## config.mk

```make
export PLATFORM = sky130hd
export DESIGN_NAME = stepper_full_step_follower_unit
export DESIGN_NICKNAME = d
export VERILOG_FILES = /design/src/sfsf_pkg.sv /design/src/stepper_full_step_follower_unit.sv
export SDC_FILE = /design/constraint.sdc
export NUM_CORES = 1
export LEC_CHECK = 0
export BUFFER_PORTS_ARGS = -buffer_cell sky130_fd_sc_hd__clkbuf_2
export CORE_UTILIZATION = 52
export DETAILED_ROUTE_END_ITERATION = 8
export GPL_ROUTABILITY_DRIVEN = 0
export PLACE_DENSITY = 0.71
export REMOVE_ABC_BUFFERS = 1
export SLEW_MARGIN = 20
export SYNTH_ARGS = -nofsm -noshare
export SYNTH_HDL_FRONTEND = slang
export SYNTH_SLANG_ARGS = --single-unit
```

## constraint.sdc

```tcl
create_clock -name clk -period 19.2 [get_ports clk]
set_clock_uncertainty 0.2 [all_clocks]
set_input_delay 1.92 -clock clk [delete_from_list [all_inputs] [get_ports clk]]
set_output_delay 1.92 -clock clk [all_outputs]
set_load 0.1 [all_outputs]
```

## src/sfsf_pkg.sv

```systemverilog
// Package with the shared types, widths and coil table of the stepper full-step follower.
`timescale 1ns / 1ps

package sfsf_pkg;

	// Default fixed-point format of the followed position.
	localparam int FRAC_BITS_DEF   = 16;
	localparam int COUNT_WIDTH_DEF = 32;

	// Fixed field widths of the streams and registers.
	localparam int TARGET_W    = 32;
	localparam int OUT_COUNT_W = 32;
	localparam int PHASE_W     = 2;
	localparam int DUTY_W      = 17;
	localparam int STEP_REG_W  = 32;
	localparam int CFG_DATA_W  = 32;
	localparam int IN_TDATA_W  = 32;
	localparam int OUT_TDATA_W = 104;

	// The step limit register holds Q16.16 counts.
	localparam int STEP_REG_FRAC = 16;

	localparam logic [STEP_REG_W-1:0] STEP_RESET = 32'd65536;
	localparam logic [DUTY_W-1:0]     DUTY_FULL  = 17'd65536;

	typedef enum logic [0:0] {
		REG_MAX_STEP = 1'b0,
		REG_MAX_DUTY = 1'b1
	} cfg_reg_t;

	// Energized coils per phase; bit 0 is A+, bit 1 is B+, bit 2 is A-, bit 3 is B-.
	typedef logic [3:0] coil_row_t;

	localparam coil_row_t COIL_ROWS [4] = '{4'b0011, 4'b0110, 4'b1100, 4'b1001};

	function automatic coil_row_t coil_row(input logic [PHASE_W-1:0] ph);
		return COIL_ROWS[ph];
	endfunction

endpackage

```

## src/stepper_full_step_follower_unit.sv

```systemverilog
// Top level of the two-phase full-step stepper follower.
`timescale 1ns / 1ps

// Usage overview.
// The slave stream (s_tvalid, s_tready, s_tdata) carries one control tick per
// transaction; s_tdata holds the signed target position in whole steps.
// The master stream (m_tvalid, m_tready, m_tdata) returns exactly one result
// transaction per tick: the followed whole-step count, the full-step phase
// and the four coil duties.
// Each tick is captured in an input register; from there the position
// update, the truncation to whole steps, the phase move and the coil lookup
// are computed and written into the output register, which drives m_tvalid.
// Throughput is one tick per cycle while the receiver keeps m_tready high.
// The only loop is the position and phase state, which closes through one
// subtract, one clamp and one add on the position word.
// A stalled receiver holds the result in the output register. The input
// register takes one more tick if it is empty or its tick moves on; while
// it holds a tick that cannot move on, s_tready is low, following m_tready.
// The asynchronous reset clears the position, the phase and both stream
// valids, and loads the step limit with one step per tick and full duty.
// The user must write the configuration port (cfg_we, cfg_index, cfg_data)
// only while idle; the block itself does not enforce it.
module stepper_full_step_follower_unit #(
	parameter int FRAC_BITS   = sfsf_pkg::FRAC_BITS_DEF,
	parameter int COUNT_WIDTH = sfsf_pkg::COUNT_WIDTH_DEF
) (
	input  logic                              clk,
	input  logic                              arst_n,
	// Configuration write port.
	input  logic                              cfg_we,
	input  sfsf_pkg::cfg_reg_t                cfg_index,
	input  logic [sfsf_pkg::CFG_DATA_W-1:0]   cfg_data,
	// Slave stream.
	input  logic                              s_tvalid,
	output logic                              s_tready,
	// s_tdata: [31:0] target_count
	input  logic [sfsf_pkg::IN_TDATA_W-1:0]   s_tdata,
	// Master stream.
	output logic                              m_tvalid,
	input  logic                              m_tready,
	// m_tdata: [31:0] current_count, [33:32] phase, [50:34] duty_a_pos,
	// [67:51] duty_b_pos, [84:68] duty_a_neg, [101:85] duty_b_neg, [103:102] zero
	output logic [sfsf_pkg::OUT_TDATA_W-1:0]  m_tdata
);

	import sfsf_pkg::*;

	// Position word and the widths of the step limit and the difference.
	localparam int PW     = COUNT_WIDTH + FRAC_BITS;
	localparam int UP     = (FRAC_BITS >= STEP_REG_FRAC) ? FRAC_BITS - STEP_REG_FRAC : 0;
	localparam int DN     = (FRAC_BITS < STEP_REG_FRAC) ? STEP_REG_FRAC - FRAC_BITS : 0;
	localparam int LIM_W  = STEP_REG_W + UP;
	localparam int DW     = ((PW + 1) > (LIM_W + 1)) ? PW + 1 : LIM_W + 1;

	// Saturation bounds of the target in whole steps.
	localparam logic signed [63:0] T_HI = (64'sd1 <<< (COUNT_WIDTH - 1)) - 64'sd1;
	localparam logic signed [63:0] T_LO = -T_HI - 64'sd1;

	localparam logic [LIM_W-1:0] LIM_RESET = (LIM_W'(STEP_RESET) << UP) >> DN;

	// Configuration registers.
	logic [LIM_W-1:0]  lim_q;
	logic [DUTY_W-1:0] duty_q;
	logic [DUTY_W-1:0] cfg_duty;

	// Follower state.
	logic signed [PW-1:0]          pos_q;
	logic signed [COUNT_WIDTH-1:0] count_q;
	logic [PHASE_W-1:0]            phase_q;

	// Input stage.
	logic                   valid_s1;
	logic signed [PW-1:0]   target_fx_s1;

	// Output stage.
	logic                     valid_s2;
	logic [OUT_COUNT_W-1:0]   count_s2;
	logic [PHASE_W-1:0]       phase_s2;
	logic [DUTY_W-1:0]        duty_a_pos_s2;
	logic [DUTY_W-1:0]        duty_b_pos_s2;
	logic [DUTY_W-1:0]        duty_a_neg_s2;
	logic [DUTY_W-1:0]        duty_b_neg_s2;

	// Handshake.
	logic in_xfer;
	logic out_free;
	logic load;

	// Combinational update.
	logic signed [TARGET_W-1:0]    tgt_raw;
	logic signed [63:0]            tgt_wide;
	logic signed [63:0]            tgt_sat;
	logic signed [COUNT_WIDTH-1:0] tgt_cw;
	logic signed [PW-1:0]          tgt_fx;
	logic signed [DW-1:0]          diff;
	logic signed [DW-1:0]          lim_s;
	logic signed [DW-1:0]          step;
	logic signed [DW-1:0]          pos_sum;
	logic signed [PW-1:0]          pos_next;
	logic signed [COUNT_WIDTH-1:0] floor_cnt;
	logic                          round_up;
	logic signed [COUNT_WIDTH-1:0] count_next;
	logic                          count_moved;
	logic [PHASE_W-1:0]            phase_next;
	coil_row_t                     row_next;

	// The output register is free when empty or being emptied this cycle.
	assign out_free = !valid_s2 || m_tready;
	assign load     = valid_s1 && out_free;
	assign s_tready = !valid_s1 || out_free;
	assign in_xfer  = s_tvalid && s_tready;

	// Target saturated to the count range and placed on the fixed-point grid.
	assign tgt_raw  = s_tdata[TARGET_W-1:0];
	assign tgt_wide = 64'(tgt_raw);
	assign tgt_sat  = (tgt_wide > T_HI) ? T_HI : ((tgt_wide < T_LO) ? T_LO : tgt_wide);
	assign tgt_cw   = tgt_sat[COUNT_WIDTH-1:0];
	assign tgt_fx   = {tgt_cw, {FRAC_BITS{1'b0}}};

	// Move toward the target by no more than the limit.
	assign diff    = DW'(target_fx_s1) - DW'(pos_q);
	assign lim_s   = signed'(DW'(lim_q));
	assign step    = (diff > lim_s) ? lim_s : ((diff < -lim_s) ? -lim_s : diff);
	assign pos_sum = DW'(pos_q) + step;
	assign pos_next = pos_sum[PW-1:0];

	// Truncation toward zero: the arithmetic shift floors, so a negative
	// position with a nonzero fraction rounds up by one.
	assign floor_cnt  = pos_next[PW-1:FRAC_BITS];
	assign round_up   = pos_next[PW-1] && (|pos_next[FRAC_BITS-1:0]);
	assign count_next = floor_cnt + (round_up ? COUNT_WIDTH'(1) : '0);

	// The phase moves one place per tick whenever the whole count changes,
	// however many steps the count jumped.
	assign count_moved = (count_next != count_q);
	always_comb begin
		phase_next = phase_q;
		if (count_moved) begin
			if (step[DW-1]) begin
				phase_next = phase_q - PHASE_W'(1);
			end else begin
				phase_next = phase_q + PHASE_W'(1);
			end
		end
	end

	assign row_next = coil_row(phase_next);

	// Duty writes above full scale saturate.
	assign cfg_duty = (cfg_data[DUTY_W-1:0] > DUTY_FULL) ? DUTY_FULL : cfg_data[DUTY_W-1:0];

	always_ff @(posedge clk or negedge arst_n) begin
		if (!arst_n) begin
			lim_q  <= LIM_RESET;
			duty_q <= DUTY_FULL;
		end else if (cfg_we) begin
			unique case (cfg_index)
				REG_MAX_STEP: lim_q  <= (LIM_W'(cfg_data) << UP) >> DN;
				REG_MAX_DUTY: duty_q <= cfg_duty;
			endcase
		end
	end

	// Control state of both stages and the follower state.
	always_ff @(posedge clk or negedge arst_n) begin
		if (!arst_n) begin
			valid_s1 <= 1'b0;
			valid_s2 <= 1'b0;
			pos_q    <= '0;
			count_q  <= '0;
			phase_q  <= '0;
		end else begin
			if (in_xfer) begin
				valid_s1 <= 1'b1;
			end else if (load) begin
				valid_s1 <= 1'b0;
			end
			if (load) begin
				valid_s2 <= 1'b1;
				pos_q    <= pos_next;
				count_q  <= count_next;
				phase_q  <= phase_next;
			end else if (m_tready) begin
				valid_s2 <= 1'b0;
			end
		end
	end

	// Payload registers.
	always_ff @(posedge clk) begin
		if (in_xfer) begin
			target_fx_s1 <= tgt_fx;
		end
		if (load) begin
			count_s2      <= OUT_COUNT_W'(count_next);
			phase_s2      <= phase_next;
			duty_a_pos_s2 <= row_next[0] ? duty_q : '0;
			duty_b_pos_s2 <= row_next[1] ? duty_q : '0;
			duty_a_neg_s2 <= row_next[2] ? duty_q : '0;
			duty_b_neg_s2 <= row_next[3] ? duty_q : '0;
		end
	end

	assign m_tvalid = valid_s2;
	assign m_tdata  = {2'b00, duty_b_neg_s2, duty_a_neg_s2, duty_b_pos_s2, duty_a_pos_s2,
		phase_s2, count_s2};

	// The phase only moves when a tick is written into the output register.
	a_phase_hold: assert property (@(posedge clk) disable iff (!arst_n)
		!load |=> $stable(phase_q))
		else $error("phase changed without a tick");

	// A change of the whole count always moves the phase by one place.
	a_phase_moves: assert property (@(posedge clk) disable iff (!arst_n)
		load && count_moved |=> (phase_q == $past(phase_q) + PHASE_W'(1)) ||
			(phase_q == $past(phase_q) - PHASE_W'(1)))
		else $error("whole count changed but phase did not step");

	// Opposite ends of one coil are never driven together.
	a_coil_exclusive: assert property (@(posedge clk) disable iff (!arst_n)
		valid_s2 |-> ((duty_a_pos_s2 == '0) || (duty_a_neg_s2 == '0)) &&
			((duty_b_pos_s2 == '0) || (duty_b_neg_s2 == '0)))
		else $error("both ends of a coil energized");

	// Input is refused only while a tick waits in the input register.
	a_ready_cause: assert property (@(posedge clk) disable iff (!arst_n)
		!s_tready |-> valid_s1 && valid_s2)
		else $error("input refused with room available");

endmodule

```

# Word-level counts from Yosys, hierarchy flattened
# Index checks and enable logic that the tools add are counted.
dict set report op_classes {
  n_addsub 6
  mul 0
  n_div 0
  n_lt_le_gt_ge 6
  eq_ne 1
  shift 0
  mux 14
  n_bitwise 2
  n_reduce_logical 12
}
# op count
set ops {}
lappend ops {{49-bit 2-to-1 mux} 2}
lappend ops {{49-bit by 33-bit > comparator with 1-bit output} 1}
lappend ops {{49-bit less-than comparator} 1}
lappend ops {{32-bit negation with 49-bit output} 1}
lappend ops {{48-bit by 48-bit subtractor with 49-bit output} 1}
lappend ops {{48-bit adder} 1}
lappend ops {{32-bit by 1-bit adder with 32-bit output} 1}
lappend ops {{32-bit > comparator, second input constant} 1}
lappend ops {{32-bit less-than comparator, second input constant} 1}
lappend ops {{32-bit 2-to-1 mux} 1}
lappend ops {{32-bit inequality test} 1}
lappend ops {{17-bit > comparator, second input constant} 1}
lappend ops {{17-bit 2-to-1 mux} 1}
lappend ops {{16-bit OR reduction} 1}
lappend ops {{4-bit binary-select mux with 2-bit select} 1}
lappend ops {{4-bit 2-to-1 mux} 2}
lappend ops {{1-bit 2-to-1 mux} 5}
lappend ops {{2-bit 2-to-1 mux} 2}
lappend ops {{2-bit AND reduction} 2}
lappend ops {{2-bit nonzero test} 2}
lappend ops {{3-bit greater-or-equal comparator, second input constant} 1}
lappend ops {{1-bit logical AND} 3}
lappend ops {{2-bit inverter with 3-bit output} 1}
lappend ops {{2-bit by 1-bit adder with 2-bit output, second input constant} 1}
lappend ops {{4 further kinds} 6}
dict set report word_totals {
  ff_bits 267
  latch_bits 0
  ram_bits 0
  mem_bits_ro 0
  input_bits 70
  output_inout_bits 106
  memories 0
}

# Logic depth before layout (Yosys ltp)
dict set report logic_depth {
  depth_word 15
  ltp_mapped 60
  ltp_nobuf 54
}

# Worst setup path before layout
# OpenSTA, ideal clock, no wires.
dict set report synth_timing {
  path_kind {register to register}
  startpoint {reg lim_q[1]}
  endpoint {reg duty_a_pos_s2[10], data pin}
  arrival_time_ps 12012
  setup_slack_ps 6857
  path_stages_with_launch 59
  period_less_slack_ps 12343
  cell_sequence {dfrtp_1 > inv_1 > ha_1 > and3_1 > clkbuf_1 > nand2_1 > nor3b_1 > and3_1 > clkbuf_1 > nand4_1 > nor2_1 > nand3_1 > clkbuf_1 > nor4_1 > xnor2_1 > ha_1 > nand3_1 > nor2_1 > (+23 left out) > xor2_1 > a41oi_1 > ha_1 > ha_1 > nor3b_1 > o31ai_1 > o211ai_1 > nand4_1 > or3_1 > nor3_1 > xor3_1 > a2111oi_0 > nand4_1 > nor4_4 > mux2i_1 > xor2_1 > buf_2 > and2_1}
}
dict set report synth_via {
  elab_chain_len 15
}
# element line
set synth_rtl {}
lappend synth_rtl {{start: declaration} stepper_full_step_follower_unit.sv:62} ;# logic [LIM_W-1:0] lim_q;
lappend synth_rtl {{start signal: assignment} stepper_full_step_follower_unit.sv:158} ;# REG_MAX_STEP: lim_q <= (LIM_W'(cfg_data) << UP) >> DN;
lappend synth_rtl {{32-bit negation with 49-bit output} stepper_full_step_follower_unit.sv:123} ;# assign step = (diff > lim_s) ? lim_s : ((diff < -lim_s) ? -lim_s : diff);
lappend synth_rtl {{49-bit less-than comparator} stepper_full_step_follower_unit.sv:123}
lappend synth_rtl {{49-bit 2-to-1 mux} stepper_full_step_follower_unit.sv:123}
lappend synth_rtl {{49-bit 2-to-1 mux *} stepper_full_step_follower_unit.sv:123}
lappend synth_rtl {{48-bit adder} stepper_full_step_follower_unit.sv:124} ;# assign pos_sum = DW'(pos_q) + step;
lappend synth_rtl {{16-bit OR reduction} stepper_full_step_follower_unit.sv:130} ;# assign round_up = pos_next[PW-1] && (|pos_next[FRAC_BITS-1:0]);
lappend synth_rtl {{1-bit logical AND} stepper_full_step_follower_unit.sv:130}
lappend synth_rtl {{1-bit 2-to-1 mux} stepper_full_step_follower_unit.sv:131} ;# assign count_next = floor_cnt + (round_up ? COUNT_WIDTH'(1) : '0);
lappend synth_rtl {{32-bit by 1-bit adder with 32-bit output} stepper_full_step_follower_unit.sv:131}
lappend synth_rtl {{32-bit inequality test} stepper_full_step_follower_unit.sv:135} ;# assign count_moved = (count_next != count_q);
lappend synth_rtl {{2-bit 2-to-1 mux *} stepper_full_step_follower_unit.sv:138} ;# if (count_moved) begin
lappend synth_rtl {{2-bit inverter with 3-bit output (implied by the code) *} sfsf_pkg.sv:37} ;# return COIL_ROWS[ph];
lappend synth_rtl {{4-bit binary-select mux with 2-bit select *} sfsf_pkg.sv:37}
lappend synth_rtl {{4-bit 2-to-1 mux (implied by the code) * (2 in a row)} sfsf_pkg.sv:37}
lappend synth_rtl {{end signal: assignment} stepper_full_step_follower_unit.sv:197} ;# duty_a_pos_s2 <= row_next[0] ? duty_q : '0;
lappend synth_rtl {{end: declaration} stepper_full_step_follower_unit.sv:79} ;# logic [DUTY_W-1:0] duty_a_pos_s2;
# Every way passes the cells marked *; elsewhere a longest branch is shown, timed or not. The select of a mux whose other input is x is not followed.
# A chain may end at the register's enable or synchronous reset.

# Worst setup path in the final report
dict set report layout_timing {
  startpoint {reg lim_q[1]}
  endpoint {reg duty_a_pos_s2[15], data pin}
}
# The elaborated chain is that of the path after synthesis.

==> impl_metrics.env <==
export IMPL_ant_nets=0
export IMPL_synth_edf_count=134
export IMPL_grt_overflow_total=0
export IMPL_worstPathMaxFanout=19
export IMPL_async_flop_share=0.498
export IMPL_gr_usage_all_layers=0.277
export IMPL_tightest_slew_ns=0.995
export IMPL_drtIter0Drc=1382
export IMPL_synthCells=2288
export IMPL_status="finished, final reports clean"
export IMPL_postCtsSetupRepairBufs=0
export IMPL_wirelength_um=56100
export IMPL_cpMaxStageDelayCell="nor4_4"
export IMPL_worst_path_largest_cell_delay_ns=0.64
export IMPL_path_delay_family="simple AND/OR/NAND/NOR gates"
export IMPL_ys_ff_latch=267
export IMPL_holdWs_ns=0.290
export IMPL_netlist_top_cells_area="edfxtp_1 20%, dfrtp_1 16%, ha_1 10%"
export IMPL_r2r_start="lim_q[1]"
export IMPL_cts_tree="yes"
export IMPL_grt_pass1_vias=16520
export IMPL_maxSlewViolCount=0
export IMPL_root_buffer="clkbuf_16"
export IMPL_post_route_period_util=0.783
export IMPL_synthDominantCellAreaShare=0.198
export IMPL_die_area_um2=39900
export IMPL_hp_start="pos_q[47]"
export IMPL_post_synth_top_count_cell="nand2_1"
export IMPL_path_common_cell="ha_1"
export IMPL_cts_made_buffers=28
export IMPL_slew_headroom=0.327
export IMPL_die_w_um=200
export IMPL_ys_types=99
export IMPL_hold_path_end="pos_q[47]"
export IMPL_dr_pass1_iters=5
export IMPL_period_minus_slack_ns=15.03
export IMPL_yosys_top_cells_count="215 x nand2_1, 162 x ha_1, 159 x o21ai_0"
export IMPL_ys_seq_area_frac=0.361
export IMPL_path_clk_slew_ns=0.06
export IMPL_rsz0062_at_grt="no"
export IMPL_num_vias=17949
export IMPL_max_cap_violations=0
export IMPL_diodes=0
export IMPL_antenna_found_initial=0
export IMPL_syn_area_um2=20400
export IMPL_grt_start_max_net_pins=91
export IMPL_initial_utilization=0.527
export IMPL_htreeDepth=1
export IMPL_placed_cell_area_um2=21500
export IMPL_syn2layout_area_growth_pct=10.4
export IMPL_timing_critical_path_buf_inv=2
export IMPL_finalHoldViolCount=0
export IMPL_holdBufCountCts=0
export IMPL_reg2reg_to="duty_a_pos_s2[15]"
export IMPL_clk_latency_ns=0.59
export IMPL_final_nets=2605
export IMPL_grt_pass1_wl_um=87500
export IMPL_core_rowCount=72
export IMPL_critPathCaptureType="flip-flop"
export IMPL_port_buffers=173
export IMPL_synth_area_leader_cell="edfxtp_1"
export IMPL_via_per_inst=6.16
export IMPL_r2r_slack_ns=4.17
export IMPL_whs_path_depth=2
export IMPL_hold_path_class="flip-flop to flip-flop"
export IMPL_clock_fmax_mhz=66.5
export IMPL_coreArea_um2=38600
export IMPL_nFillCells=3381
export IMPL_hpwl_um=42800
export IMPL_ys_flop_type="edfxtp_1"
export IMPL_worstRegToRegCells=52
export IMPL_wl_per_cell_um=19.3
export IMPL_crit_type="flip-flop to flip-flop"
export IMPL_cp_arrival_ns=15.28
export IMPL_finalSetupViolations=0
export IMPL_drive_gt1_frac=0.127
export IMPL_cts_sinks=267
export IMPL_clockBufferDepth=3
export IMPL_ys_warn_count=0
export IMPL_finalSetupTns_ns=0
export IMPL_avgSynthCellArea_um2=8.90
export IMPL_cts_resized=0
export IMPL_io_pins=176
export IMPL_critPathLaunchType="flip-flop"
export IMPL_die_h_um=200
export IMPL_design_area_um2=22500
export IMPL_crit_required_ns=19.45
export IMPL_drc=0
==> cells in the final DEF (no fill, tap or decap), types with 32 or more instances in the layout <==
cell type	Yosys	layout
a21oi_1	156	156
and3_1	32	32
nand3_1	65	65
xnor2_1	98	98
ha_1	162	162
a211oi_1	39	39
o21ai_0	159	159
and2_1	66	66
xor2_1	54	53
inv_1	121	121
dfrtp_1	131	131
nand4_1	49	49
edfxtp_1	134	134
nor3_1	72	72
nor2_1	137	137
nor2b_1	37	36
a21o_1	45	45
clkbuf_2	2	172
nand2_1	215	214
==> cell families (layout without fill, tap and decap cells) <==
group                      after synthesis  count (layout)  synth area share
buffers and inverters                  256             361            0.0492
and+or+nand+nor                        792             792             0.200
xor gates and xnor gates               159             159            0.0727
muxes                                   39              39            0.0209
AOI/OAI and AO/OA                      611             611             0.195
other                                    1               2          0.000184
adders and majority gates              163             163             0.101
DFF                                    267             267             0.361
==> worst reg2reg max path, delay by kind of cell (launching register included) <==
family          cells  cell delay, ns
compound gates     15            3.40
simple gates       24            6.72
buf+inv             2            0.70
fa+ha+maj           5            1.56
mux                 1            0.51
xor+xnor            5            1.44
flops               1            0.40
==> worst max path at each step <==
stage	depth (start not counted)	startpoint	to
6_report	52	lim_q[1]	duty_a_pos_s2[15]
5_1_grt	52	lim_q[1]	duty_a_pos_s2[6]
4_1_cts	52	lim_q[1]	duty_a_pos_s2[15]
3_5_place_dp	53	lim_q[1]	duty_a_pos_s2[7]
3_3_place_gp	50	pos_q[1]	duty_a_pos_s2[4]
2_1_floorplan	53	lim_q[1]	duty_b_neg_s2[0]
==> layout make-up <==
type | instances | area [um2] | area share
repair buffers | 186 | 990 | 0.0441
flip-flops and latches | 267 | 7350 | 0.327
clock buffers | 33 | 729 | 0.0325
well taps | 518 | 648 | 0.0288
clock inverters | 19 | 235 | 0.0105
inverters | 123 | 467 | 0.0208
multi-input cells | 1766 | 12000 | 0.536
==> flip-flops by register name (all words and copies together) (netlist names) <==
name,flops
pos_q,48
count_q,32
count_s2,32
lim_q,32
target_fx_s1,32
duty_a_neg_s2,17
duty_a_pos_s2,17
duty_b_neg_s2,17
duty_b_pos_s2,17
duty_q,17
phase_q,2
phase_s2,2
m_tvalid,1
valid_s1,1
==> through the flow <==
step                 util  worst slack (ns)  std cells
global placement    0.555              4.83       2859
global route        0.581              3.12       2912
detailed placement  0.555              4.21       2859
finish              0.581              4.17       2912
floorplan               -              2.95       2156
CTS                 0.580              4.18       2911
==> metal layers <==
metal	GRT usage	up-vias	share of wire
li1	-	8553	-
met1	0.396	8526	0.46
met2	0.437	758	0.43
met3	0.0247	112	0.071
met4	0.101	0	0.035
met5	0	-	0
Power is left out: the tool's default activity adds up to more than one toggle a clock period on the data nets, which glitch-free logic cannot reach.
